$ cat config.mk
export PLATFORM = sky130hd
export DESIGN_NAME = kabf_ctrl
export DESIGN_NICKNAME = d
export VERILOG_FILES = /design/src/rtl/core/kabf_pkg.sv /design/src/rtl/core/kabf_ctrl.sv
export SDC_FILE = /design/constraint.sdc
export NUM_CORES = 1
export LEC_CHECK = 0
export BUFFER_PORTS_ARGS = -buffer_cell sky130_fd_sc_hd__buf_2
export CAP_MARGIN = 20
export CORE_AREA = 2 2 39 41
export DETAILED_ROUTE_END_ITERATION = 8
export DIE_AREA = 0 0 41 43
export PLACE_DENSITY = 0.65
export SLEW_MARGIN = 20
export SYNTH_ARGS = -nofsm -noshare
export SYNTH_HDL_FRONTEND = slang
export SYNTH_SLANG_ARGS = --single-unit
$ cat constraint.sdc
create_clock -name clk -period 1.95 [get_ports clk]
set_clock_uncertainty 0.1 [all_clocks]
set_input_delay 0.195 -clock clk [delete_from_list [all_inputs] [get_ports clk]]
set_output_delay 0.195 -clock clk [all_outputs]
set_load 0.005 [all_outputs]
$ cat src/rtl/core/kabf_pkg.sv
`timescale 1ns / 1ps
`default_nettype none

package kabf_pkg;

  // Datapath word: signed, Q16.16 for angles, Q4.28 for covariances and gains
  localparam int DATA_WIDTH = 32;
  localparam int FRAC_COV   = 28;
  localparam int NOISE_W    = 31;
  localparam int DT_W       = 29;
  // Quotient bits left after the integer overflow check (three integer bits)
  localparam int DIV_STEPS  = DATA_WIDTH - 1;
  localparam int DIV_CNT_W  = $clog2(DIV_STEPS + 1);

  typedef logic signed [DATA_WIDTH-1:0] word_t;

  // Datapath operation codes
  localparam int OP_W = 5;
  localparam logic [OP_W-1:0] OP_NONE      = 5'd0;
  localparam logic [OP_W-1:0] OP_LOAD      = 5'd1;
  localparam logic [OP_W-1:0] OP_RATE      = 5'd2;
  localparam logic [OP_W-1:0] OP_MUL_DT_R  = 5'd3;
  localparam logic [OP_W-1:0] OP_ANG_PRED  = 5'd4;
  localparam logic [OP_W-1:0] OP_DTP11     = 5'd5;
  localparam logic [OP_W-1:0] OP_SUB_P10   = 5'd6;
  localparam logic [OP_W-1:0] OP_ADD_QA    = 5'd7;
  localparam logic [OP_W-1:0] OP_MUL_DT_T  = 5'd8;
  localparam logic [OP_W-1:0] OP_P00_PRED  = 5'd9;
  localparam logic [OP_W-1:0] OP_P11_PRED  = 5'd10;
  localparam logic [OP_W-1:0] OP_P10_PRED  = 5'd11;
  localparam logic [OP_W-1:0] OP_INNOV_VAR = 5'd12;
  localparam logic [OP_W-1:0] OP_K0        = 5'd13;
  localparam logic [OP_W-1:0] OP_K1        = 5'd14;
  localparam logic [OP_W-1:0] OP_RESID     = 5'd15;
  localparam logic [OP_W-1:0] OP_MUL_K0Y   = 5'd16;
  localparam logic [OP_W-1:0] OP_ANG_CORR  = 5'd17;
  localparam logic [OP_W-1:0] OP_BIAS_CORR = 5'd18;
  localparam logic [OP_W-1:0] OP_P00_CORR  = 5'd19;
  localparam logic [OP_W-1:0] OP_P01_CORR  = 5'd20;
  localparam logic [OP_W-1:0] OP_P10_CORR  = 5'd21;
  localparam logic [OP_W-1:0] OP_P11_CORR  = 5'd22;

  typedef struct packed {
    logic [OP_W-1:0] op;
    logic            div_start;
    logic            div_sel;    // 0: divide cov_angle_angle, 1: cov_bias_angle
  } dp_cmd_t;

  typedef struct packed {
    logic div_done;
  } dp_status_t;

  localparam word_t WORD_MAX = {1'b0, {(DATA_WIDTH-1){1'b1}}};
  localparam word_t WORD_MIN = {1'b1, {(DATA_WIDTH-1){1'b0}}};

  // Two's complement magnitude; the most negative value maps to 2^(W-1)
  function automatic logic [DATA_WIDTH-1:0] mag(input word_t v);
    return v[DATA_WIDTH-1] ? (~v + 1'b1) : v;
  endfunction

  function automatic word_t sat_add(input word_t a, input word_t b);
    logic signed [DATA_WIDTH:0] s;
    s = {a[DATA_WIDTH-1], a} + {b[DATA_WIDTH-1], b};
    if (s[DATA_WIDTH] != s[DATA_WIDTH-1]) begin
      return s[DATA_WIDTH] ? WORD_MIN : WORD_MAX;
    end
    return s[DATA_WIDTH-1:0];
  endfunction

  function automatic word_t sat_sub(input word_t a, input word_t b);
    logic signed [DATA_WIDTH:0] s;
    s = {a[DATA_WIDTH-1], a} - {b[DATA_WIDTH-1], b};
    if (s[DATA_WIDTH] != s[DATA_WIDTH-1]) begin
      return s[DATA_WIDTH] ? WORD_MIN : WORD_MAX;
    end
    return s[DATA_WIDTH-1:0];
  endfunction

  // (a*b) >> FRAC_COV, magnitude rounded half away from zero, saturated
  function automatic word_t sat_mul(input word_t a, input word_t b);
    logic                        neg;
    logic [2*DATA_WIDTH-1:0]     p;
    logic [DATA_WIDTH+FRAC_COV-1:0] m;
    neg = a[DATA_WIDTH-1] ^ b[DATA_WIDTH-1];
    p = {{DATA_WIDTH{1'b0}}, mag(a)} * {{DATA_WIDTH{1'b0}}, mag(b)};
    p = p + ((2*DATA_WIDTH)'(1) << (FRAC_COV - 1));
    m = (DATA_WIDTH+FRAC_COV)'(p >> FRAC_COV);
    if (neg) begin
      if (m > (DATA_WIDTH+FRAC_COV)'(mag(WORD_MIN))) return WORD_MIN;
      return ~m[DATA_WIDTH-1:0] + 1'b1;
    end
    if (m > (DATA_WIDTH+FRAC_COV)'(WORD_MAX)) return WORD_MAX;
    return m[DATA_WIDTH-1:0];
  endfunction

endpackage

`default_nettype wire

$ cat src/rtl/core/kabf_ctrl.sv
`timescale 1ns / 1ps
`default_nettype none

module kabf_ctrl
  import kabf_pkg::*;
(
  input  wire logic       clk,
  input  wire logic       rst,
  input  wire logic       s_tvalid,
  output logic            s_tready,
  output logic            m_tvalid,
  input  wire logic       m_tready,
  output dp_cmd_t         cmd,
  input  wire dp_status_t status
);

  localparam logic [4:0] ST_IDLE   = 5'd0;
  localparam logic [4:0] ST_RATE   = 5'd1;
  localparam logic [4:0] ST_MDR    = 5'd2;
  localparam logic [4:0] ST_APRED  = 5'd3;
  localparam logic [4:0] ST_DTP11  = 5'd4;
  localparam logic [4:0] ST_SUBP10 = 5'd5;
  localparam logic [4:0] ST_ADDQA  = 5'd6;
  localparam logic [4:0] ST_MDT    = 5'd7;
  localparam logic [4:0] ST_P00P   = 5'd8;
  localparam logic [4:0] ST_P11P   = 5'd9;
  localparam logic [4:0] ST_P10P   = 5'd10;
  localparam logic [4:0] ST_SVAR   = 5'd11;
  localparam logic [4:0] ST_D0S    = 5'd12;
  localparam logic [4:0] ST_D0W    = 5'd13;
  localparam logic [4:0] ST_D1S    = 5'd14;
  localparam logic [4:0] ST_D1W    = 5'd15;
  localparam logic [4:0] ST_RESID  = 5'd16;
  localparam logic [4:0] ST_MKY    = 5'd17;
  localparam logic [4:0] ST_ACORR  = 5'd18;
  localparam logic [4:0] ST_BCORR  = 5'd19;
  localparam logic [4:0] ST_P00C   = 5'd20;
  localparam logic [4:0] ST_P01C   = 5'd21;
  localparam logic [4:0] ST_P10C   = 5'd22;
  localparam logic [4:0] ST_P11C   = 5'd23;

  logic [4:0] state;
  logic [4:0] state_next;
  logic       out_free;

  assign s_tready = (state == ST_IDLE);
  assign out_free = !m_tvalid || m_tready;

  // Sequence the datapath operations
  always_comb begin
    state_next    = state;
    cmd.op        = OP_NONE;
    cmd.div_start = 1'b0;
    cmd.div_sel   = 1'b0;
    unique case (state)
      ST_IDLE: if (s_tvalid) begin
        cmd.op     = OP_LOAD;
        state_next = ST_RATE;
      end
      ST_RATE:   begin cmd.op = OP_RATE;      state_next = ST_MDR;    end
      ST_MDR:    begin cmd.op = OP_MUL_DT_R;  state_next = ST_APRED;  end
      ST_APRED:  begin cmd.op = OP_ANG_PRED;  state_next = ST_DTP11;  end
      ST_DTP11:  begin cmd.op = OP_DTP11;     state_next = ST_SUBP10; end
      ST_SUBP10: begin cmd.op = OP_SUB_P10;   state_next = ST_ADDQA;  end
      ST_ADDQA:  begin cmd.op = OP_ADD_QA;    state_next = ST_MDT;    end
      ST_MDT:    begin cmd.op = OP_MUL_DT_T;  state_next = ST_P00P;   end
      ST_P00P:   begin cmd.op = OP_P00_PRED;  state_next = ST_P11P;   end
      ST_P11P:   begin cmd.op = OP_P11_PRED;  state_next = ST_P10P;   end
      ST_P10P:   begin cmd.op = OP_P10_PRED;  state_next = ST_SVAR;   end
      ST_SVAR:   begin cmd.op = OP_INNOV_VAR; state_next = ST_D0S;    end
      ST_D0S: begin
        cmd.div_start = 1'b1;
        state_next    = ST_D0W;
      end
      ST_D0W: begin
        cmd.op = OP_K0;
        if (status.div_done) state_next = ST_D1S;
      end
      ST_D1S: begin
        cmd.div_start = 1'b1;
        cmd.div_sel   = 1'b1;
        state_next    = ST_D1W;
      end
      ST_D1W: begin
        cmd.op = OP_K1;
        if (status.div_done) state_next = ST_RESID;
      end
      ST_RESID:  begin cmd.op = OP_RESID;     state_next = ST_MKY;    end
      ST_MKY:    begin cmd.op = OP_MUL_K0Y;   state_next = ST_ACORR;  end
      ST_ACORR:  begin cmd.op = OP_ANG_CORR;  state_next = ST_BCORR;  end
      ST_BCORR:  begin cmd.op = OP_BIAS_CORR; state_next = ST_P00C;   end
      ST_P00C:   begin cmd.op = OP_P00_CORR;  state_next = ST_P01C;   end
      ST_P01C:   begin cmd.op = OP_P01_CORR;  state_next = ST_P10C;   end
      ST_P10C:   begin cmd.op = OP_P10_CORR;  state_next = ST_P11C;   end
      // Hold the last update until the result register is free
      ST_P11C: if (out_free) begin
        cmd.op     = OP_P11_CORR;
        state_next = ST_IDLE;
      end
      default:   state_next = ST_IDLE;
    endcase
  end

  always_ff @(posedge clk) begin
    if (rst) begin
      state    <= ST_IDLE;
      m_tvalid <= 1'b0;
    end else begin
      state <= state_next;
      if (cmd.op == OP_P11_CORR) begin
        m_tvalid <= 1'b1;
      end else if (m_tready) begin
        m_tvalid <= 1'b0;
      end
    end
  end

`ifndef SYNTHESIS
  a_load_only_when_free: assert property (@(posedge clk) disable iff (rst)
    (cmd.op == OP_P11_CORR) |-> (!m_tvalid || m_tready))
    else $error("result loaded over a pending transaction");

  a_start_enters_wait: assert property (@(posedge clk) disable iff (rst)
    cmd.div_start |=> (state == ST_D0W || state == ST_D1W))
    else $error("divider start did not enter its wait state");

  a_accept_starts_run: assert property (@(posedge clk) disable iff (rst)
    (s_tvalid && s_tready) |=> (state == ST_RATE))
    else $error("accepted sample did not start the sequence");

  a_wait_for_quotient: assert property (@(posedge clk) disable iff (rst)
    ((state == ST_D0W || state == ST_D1W) && !status.div_done) |=> $stable(state))
    else $error("left divider wait before the quotient was ready");
`endif

endmodule

`default_nettype wire

* Word-level counts from Yosys, hierarchy flattened *
Cells that the tools add are included.

cells by class
  eq/ne operators = 28
  muxes and demuxes = 12
  reduce and logical (&&, ||, !) cells = 6

operators by type and width
  operator              count
  $pmux W5 S24          1
  $pmux W5 S22          1
  $eq A5 B5 Y1 const B  9
  $eq A5 B4 Y1 const B  8
  $mux W5               5
  $eq A5 B3 Y1 const B  4
  $eq A5 B2 Y1 const B  2
  $ne A2 B2 Y1 const B  4
  $eq A5 B1 Y1 const B  1
  $logic_not A5 Y1      1
  $mux W1               5
  $reduce_and A4 Y1     1
  $reduce_bool A2 Y1    1
  $reduce_or A2 Y1      1
  $logic_not A1 Y1      1
  $logic_or A1 B1 Y1    1

word-level totals
  bits in registers = 6
  input bits = 5
  logic and storage cells = 48

* Logic depth before layout (Yosys ltp) *
Gate-level depths: netlist of run 1.

  depth after elaboration = 6
  depth in mapped cells = 5
  mapped depth without buffers = 4

* Worst setup path after synthesis of run 1 *
No wires, ideal clock.

  path type = register to output
  start point = register state[0]
  end point = output port cmd[4] (netlist bit)
  arrival = 1,125 ps
  required time = 1,655 ps
  setup slack = 530 ps
  cell stages (with the launch flop) = 6
  cell sequence = dfxtp_1 clkbuf_1 nand2_1 o21ai_0 a22oi_1 o22ai_1

RTL lines
  element                 line              source
  from (decl)             kabf_ctrl.sv:42   logic [4:0] state;
  from (signal assigned)  kabf_ctrl.sv:109  state <= state_next;
  to (decl)               kabf_ctrl.sv:13   output dp_cmd_t cmd,

==> metrics.cfg, run 1 <==
[synth]
synth_top_area_share_pct = 21.5
ys_seq_area_share_pct = 21.5
netlist.top_cell.by_area = dfxtp_1
ys.warnings.count = 0
synth_nets = 82
yosys-top-cells-area = dfxtp_1, a21oi_1, nand2_1, nor2b_1, nor3_1
synth_seq_cells = 6
syn-cell-area_sq_um = 559
netlist-cell-type-count = 32
syn_area_per_cell_sq_um = 7.26
synth_cells = 77

[grt]
grt_pass1_wl_mm = 2.27
grtUsageTotal_pct = 19.1
grt_max_degree = 15
grt_pass1_vias = 525
antenna_found_initial = 0
grt_overflow_total = 0

[cells_and_area]
mostFrequentLayoutCells = buf_2, nand2_1, a21oi_1, nor2_1, buf_4
areaGrowthSynthToFinish_pct = 23.0
final_common_cell = buf_2
antennaDiodeCount = 0
fin_nets = 100
fill_cells = 149
drive_gt1_share_pct = 32.3

[die]
core_area_sq_um = 1380
io_pins = 14
start_util_pct = 40.4
die_w_um = 41
die-area_sq_um = 1760
die_y_um = 43
row_count = 14

[place]
hpwlAfterDp_mm = 1.03
gp_congestion = 0.763
place_ws_ps = 305
portBuffers = 13

[run]
max-cap-violations = 0

[timing]
fin_ws_ps = 149
fin_crit_ps = 1800
slew_violations = 0
rsz0062_at_grt = no
whs_ps = 89.6
min_period_over_period_pct = 92.4
finalSetupTns_ps = 0
max_slew_margin_pct = 80.0
final-hold-violation-count = 0
clock.fmax_ghz = 0.555
tightestPinTransition_ps = 300
setup_viol = 0

[clocking]
cts_setup_buffers = 0
root_buffer = clkbuf_4
clockBufferDepth = 2
cts_buffers = 3
clock_latency_ps = 240
cts_sinks = 6
h-tree-depth = 1
hold_buffers = 0
cts_tree = yes
clkTransAtPathRegs_ps = 50

[setup_path]
crit_path_end_kind = primary output
crit_type = reg -> out
arrival_ps = 1510
worst_setup_path_start_kind = register
required_ps = 1650
worstPathMaxFanout = 8

[detailed_routing]
first_pass_iters = 4
vias_per_cell = 5.64
vias = 615
ant_nets = 0
wirelength_mm = 1.39
initialDrtViolationCount = 8
wl_per_cell_um = 12.8
drc = 0

[pwr]
p_leak_uw = 0.000304
ir_drop_uv = 420
power_density_nw_per_um2 = 556
finalPower_uw = 383

[status]
status = completed

[hold_path]
hp-class = in -> reg

-- power by group --
| group | switching, uW | internal [uW] | leakage [uW] |
|---|---|---|---|
| clock network | 42.8 | 69.5 | 0.0000138 |
| logic | 59.6 | 62.2 | 0.000241 |
| registers | 16.8 | 132 | 0.0000496 |
| total | 119 | 263 | 0.000304 |
-- stage by stage --
| stage | util, % | instances | instance area (sq um) |
|---|---|---|---|
| finish | 49.7 | 109 | 688 |
| global route | 49.7 | 109 | 688 |
| CTS | 49.5 | 109 | 686 |
| detailed placement | 47.9 | 106 | 663 |
| global placement | 47.9 | 106 | 663 |
| floorplan | - | 77 | 559 |
-- logic make-up (layout without fill, tap and decap cells) --
group	count (synthesis)	count (layout)	synth area share [%]
simple gates	37	37	40.0
flops	6	6	21.5
mux	2	2	3.58
compound gates	24	24	28.9
buf+inv	8	24	6.04
-- critical path, stage by stage, from the launching register on --
cell,delay [ps]
dfxtp_1,360
or3_4,430
o21ai_0,100
a22oi_1,100
o22ai_1,150
buf_2,130
-- worst paths after layout --
check | startpoint | end | slack (ps) | cells past startpoint
max reg2reg | state[4] | state[1] | 370 | 4
min reg2reg | state[1] | state[1] | 460 | 2
max | state[1] | cmd[4] | 150 | 5
min | rst | state[2] | 90 | 2
-- routing by layer --
metal	share of wire (%)	vias up	global-route usage [%]
li1	-	324	-
met1	47	274	25.1
met2	47	13	26.9
met3	3.2	4	3.14
met4	2.4	0	13.3
met5	0	-	0
-- state kept, by name, summed over array words and instances, names as in the netlist --
register  count
m_tvalid      1
state         5
-- synth_stat cells --
| master | n |
|---|---|
| nand2_1 | 8 |
| a21oi_1 | 7 |
| dfxtp_1 | 6 |
| nor2_1 | 6 |
| nor3_1 | 5 |
| o21ai_0 | 5 |
| nor2b_1 | 4 |
| buf_2 | 3 |
| clkbuf_1 | 3 |
| nand2b_1 | 3 |
| nand3_1 | 3 |
| a211oi_1 | 2 |
| a31oi_1 | 2 |
| mux2i_1 | 2 |
| a2111oi_2 | 1 |
| a221oi_1 | 1 |
| a22oi_1 | 1 |
| a2bb2oi_1 | 1 |
| and2_1 | 1 |
| and3_1 | 1 |
| and4_1 | 1 |
| inv_1 | 1 |
| inv_2 | 1 |
| nand2_2 | 1 |
| nor3_4 | 1 |
| nor4_4 | 1 |
| o211a_1 | 1 |
| o22ai_1 | 1 |
| o32ai_1 | 1 |
| o41ai_1 | 1 |
| or3_4 | 1 |
| or4bb_1 | 1 |
-- cell type report --
cell class              instances  area [sq um]  area share (%)
well taps                      16          20.0            2.91
multi-input cells              63           405            58.9
inverters                       2          7.51            1.09
clock buffers                   3          22.5            3.27
flip-flops and latches          6           123            17.8
repair buffers                 19           110            16.0
-- repair_timing --
| action | 4_1_cts | 5_1_grt |
|---|---|---|
| endpoints found under the hold margin | 0 | 0 |
| gates resized for setup | 0 | 2 |
| setup endpoints to repair | 0 | 1 |
Power figures use the tool's default switching activity.
==> run 2: changes to the inputs <==
Settings changed: CELL_PAD_IN_SITES_DETAIL_PLACEMENT set to 0, CELL_PAD_IN_SITES_GLOBAL_PLACEMENT set to 1, CORE_AREA 2 2 39 41 to not set, CORE_MARGIN set to 2, CORE_UTILIZATION set to 35, DIE_AREA 0 0 41 43 to not set, PLACE_DENSITY 0.65 to not set, PLACE_DENSITY_LB_ADDON set to 0.1.
==> run 2 against run 1 <==
  * Total power is 1.2% higher
  * Maximum frequency fell by 1.9%
  * Hold slack improved by 7.9 ps
  * Flip-flop and latch count unchanged
  * Final cell count shrank 0.92%
  * Critical path depth stayed put
  * Largest power group unchanged
  * Core utilization decreased by 4.5 points
  * Combinational power hardly changed
==> metrics.cfg, run 2 (synthesized netlist as in run 1, its figures left out) <==
[detailed_routing]
vias = 626  ; +1.8%
ant_nets = 0  ; unchanged
vias_per_cell = 5.80  ; +2.7%
wirelength_mm = 1.51  ; +8.1%
drc = 0  ; unchanged
wl_per_cell_um = 13.9  ; +9.1%
first_pass_iters = 4  ; unchanged
initialDrtViolationCount = 11  ; +3

[die]
row_count = 14  ; unchanged
die-area_sq_um = 1930  ; +9.7%
io_pins = 14  ; unchanged
die_w_um = 44.0  ; +7.3%
core_area_sq_um = 1510  ; +8.9%
die_y_um = 44.0  ; +2.3%
start_util_pct = 37.1  ; -3.3 points

[timing]
rsz0062_at_grt = no
tightestPinTransition_ps = 377  ; +76.6 ps
fin_crit_ps = 1840  ; +35.1 ps
max_slew_margin_pct = 74.8  ; -5.1 points
whs_ps = 97.5  ; +7.88 ps
setup_viol = 0  ; unchanged
clock.fmax_ghz = 0.545  ; -1.9%
final-hold-violation-count = 0  ; unchanged
finalSetupTns_ps = 0  ; unchanged
slew_violations = 0  ; unchanged
min_period_over_period_pct = 94.2  ; +1.8 points

[grt]
grt_overflow_total = 0  ; unchanged
grt_pass1_wl_mm = 2.46  ; +8.2%
grt_max_degree = 15  ; unchanged
grt_pass1_vias = 546  ; +4.0%
grtUsageTotal_pct = 17.3  ; -1.8 points
antenna_found_initial = 0  ; unchanged

[run]
max-cap-violations = 0  ; unchanged

[place]
hpwlAfterDp_mm = 1.10  ; +6.3%
gp_congestion = 0.815  ; +6.7%
portBuffers = 13  ; unchanged

[pwr]
p_leak_uw = 0.000299  ; -1.6%
ir_drop_uv = 434  ; +3.2%
power_density_nw_per_um2 = 568  ; +2.1%

[hold_path]
min_from = rst
hold-path-endpoint = state[2]
worst_hold_path.num_cells = 2  ; unchanged
hp-class = in -> reg

[cells_and_area]
regMostFlops = state
antennaDiodeCount = 0  ; unchanged
areaGrowthSynthToFinish_pct = 21.9
final_common_cell = buf_2
mostFrequentLayoutCells = buf_2, nand2_1, a21oi_1, nor2_1
reg.largest.list = state: 5 flops, m_tvalid: 1 flops
drive_gt1_share_pct = 32.6  ; +0.35 points
largest_reg_flops = 5  ; unchanged
fin_nets = 99  ; -1.0%

[setup_path]
worst_setup_path_start_kind = register
required_ps = 1650  ; about the same
crit_type = reg -> out
rr_endpoint = state[2]
arrival_ps = 1540  ; +30 ps
crit_path_end_kind = primary output
worstPathMaxFanout = 9  ; +1
reg2reg_depth = 4  ; unchanged
reg2reg_setup_slack_ps = 380  ; about the same
reg2reg_from = state[3]

[clocking]
cts_buffers = 3  ; unchanged
hold_buffers = 0  ; unchanged
clockBufferDepth = 2  ; unchanged
cts_sinks = 6  ; unchanged
cts_tree = yes
clock_latency_ps = 240  ; about the same
root_buffer = clkbuf_4
clkTransAtPathRegs_ps = 40  ; about the same
h-tree-depth = 1  ; unchanged

[status]
status = completed

run 2: changes by cell type in the layout (fill, tap and decap cells not counted), sizes merged:
cell,previous run,this run
buf,19,18
run 2: power by group:
group | switching, uW | internal (uW)
Clock | 43.7 | 69.5
Sequential | 18.3 | 132
Combinational | 61.9 | 62.2
Total | 124 | 263
run 2: critical path: stages (launching register included):
cell	delay, ps
dfxtp_2	360
or3_4	440
o21ai_0	100
a22oi_1	110
o22ai_1	150
buf_2	130
run 2: repair_timing:
action / CTS / global route
resized for setup: 0 / 3
setup buffers: 0 / 0
endpoints found under the setup margin: 0 / 2
run 2: layer usage:
layer	GRT usage, %	share of wire [%]	vias up
met5	0	0	-
met3	7.50	5.5	0
met2	25.6	47	20
li1	-	-	320
met1	23.2	48	286
met4	3.64	0	0
run 2: how the worst max path moves through the flow:
stage,from,slack [ps],cells after the start,to
floorplan,state[0],530,5,cmd[4]
global placement,state[2],310,4,state[2]
detailed placement,state[2],260,4,state[2]
CTS,state[2],30,5,cmd[4]
global route,state[0],8,5,cmd[4]
finish,state[0],110,5,cmd[4]
run 2: area by class of cell:
type,instances,area [sq um]
fillers,161,825
flip-flops and latches,6,124
multi-input cells,63,405
inverters,2,7.51
repair buffers,18,103
clock buffers,3,22.5
well taps,16,20.0
run 2: stage by stage:
stage	utilization (%)	setup slack, ps	instance area (sq um)	total power, uW	std cells
floorplan	-	530	559	229	77
global placement	43.5	313	656	274	105
detailed placement	43.5	261	656	274	105
CTS	45.0	34.2	678	389	108
global route	45.3	7.68	682	418	108
finish	45.3	114	682	387	108
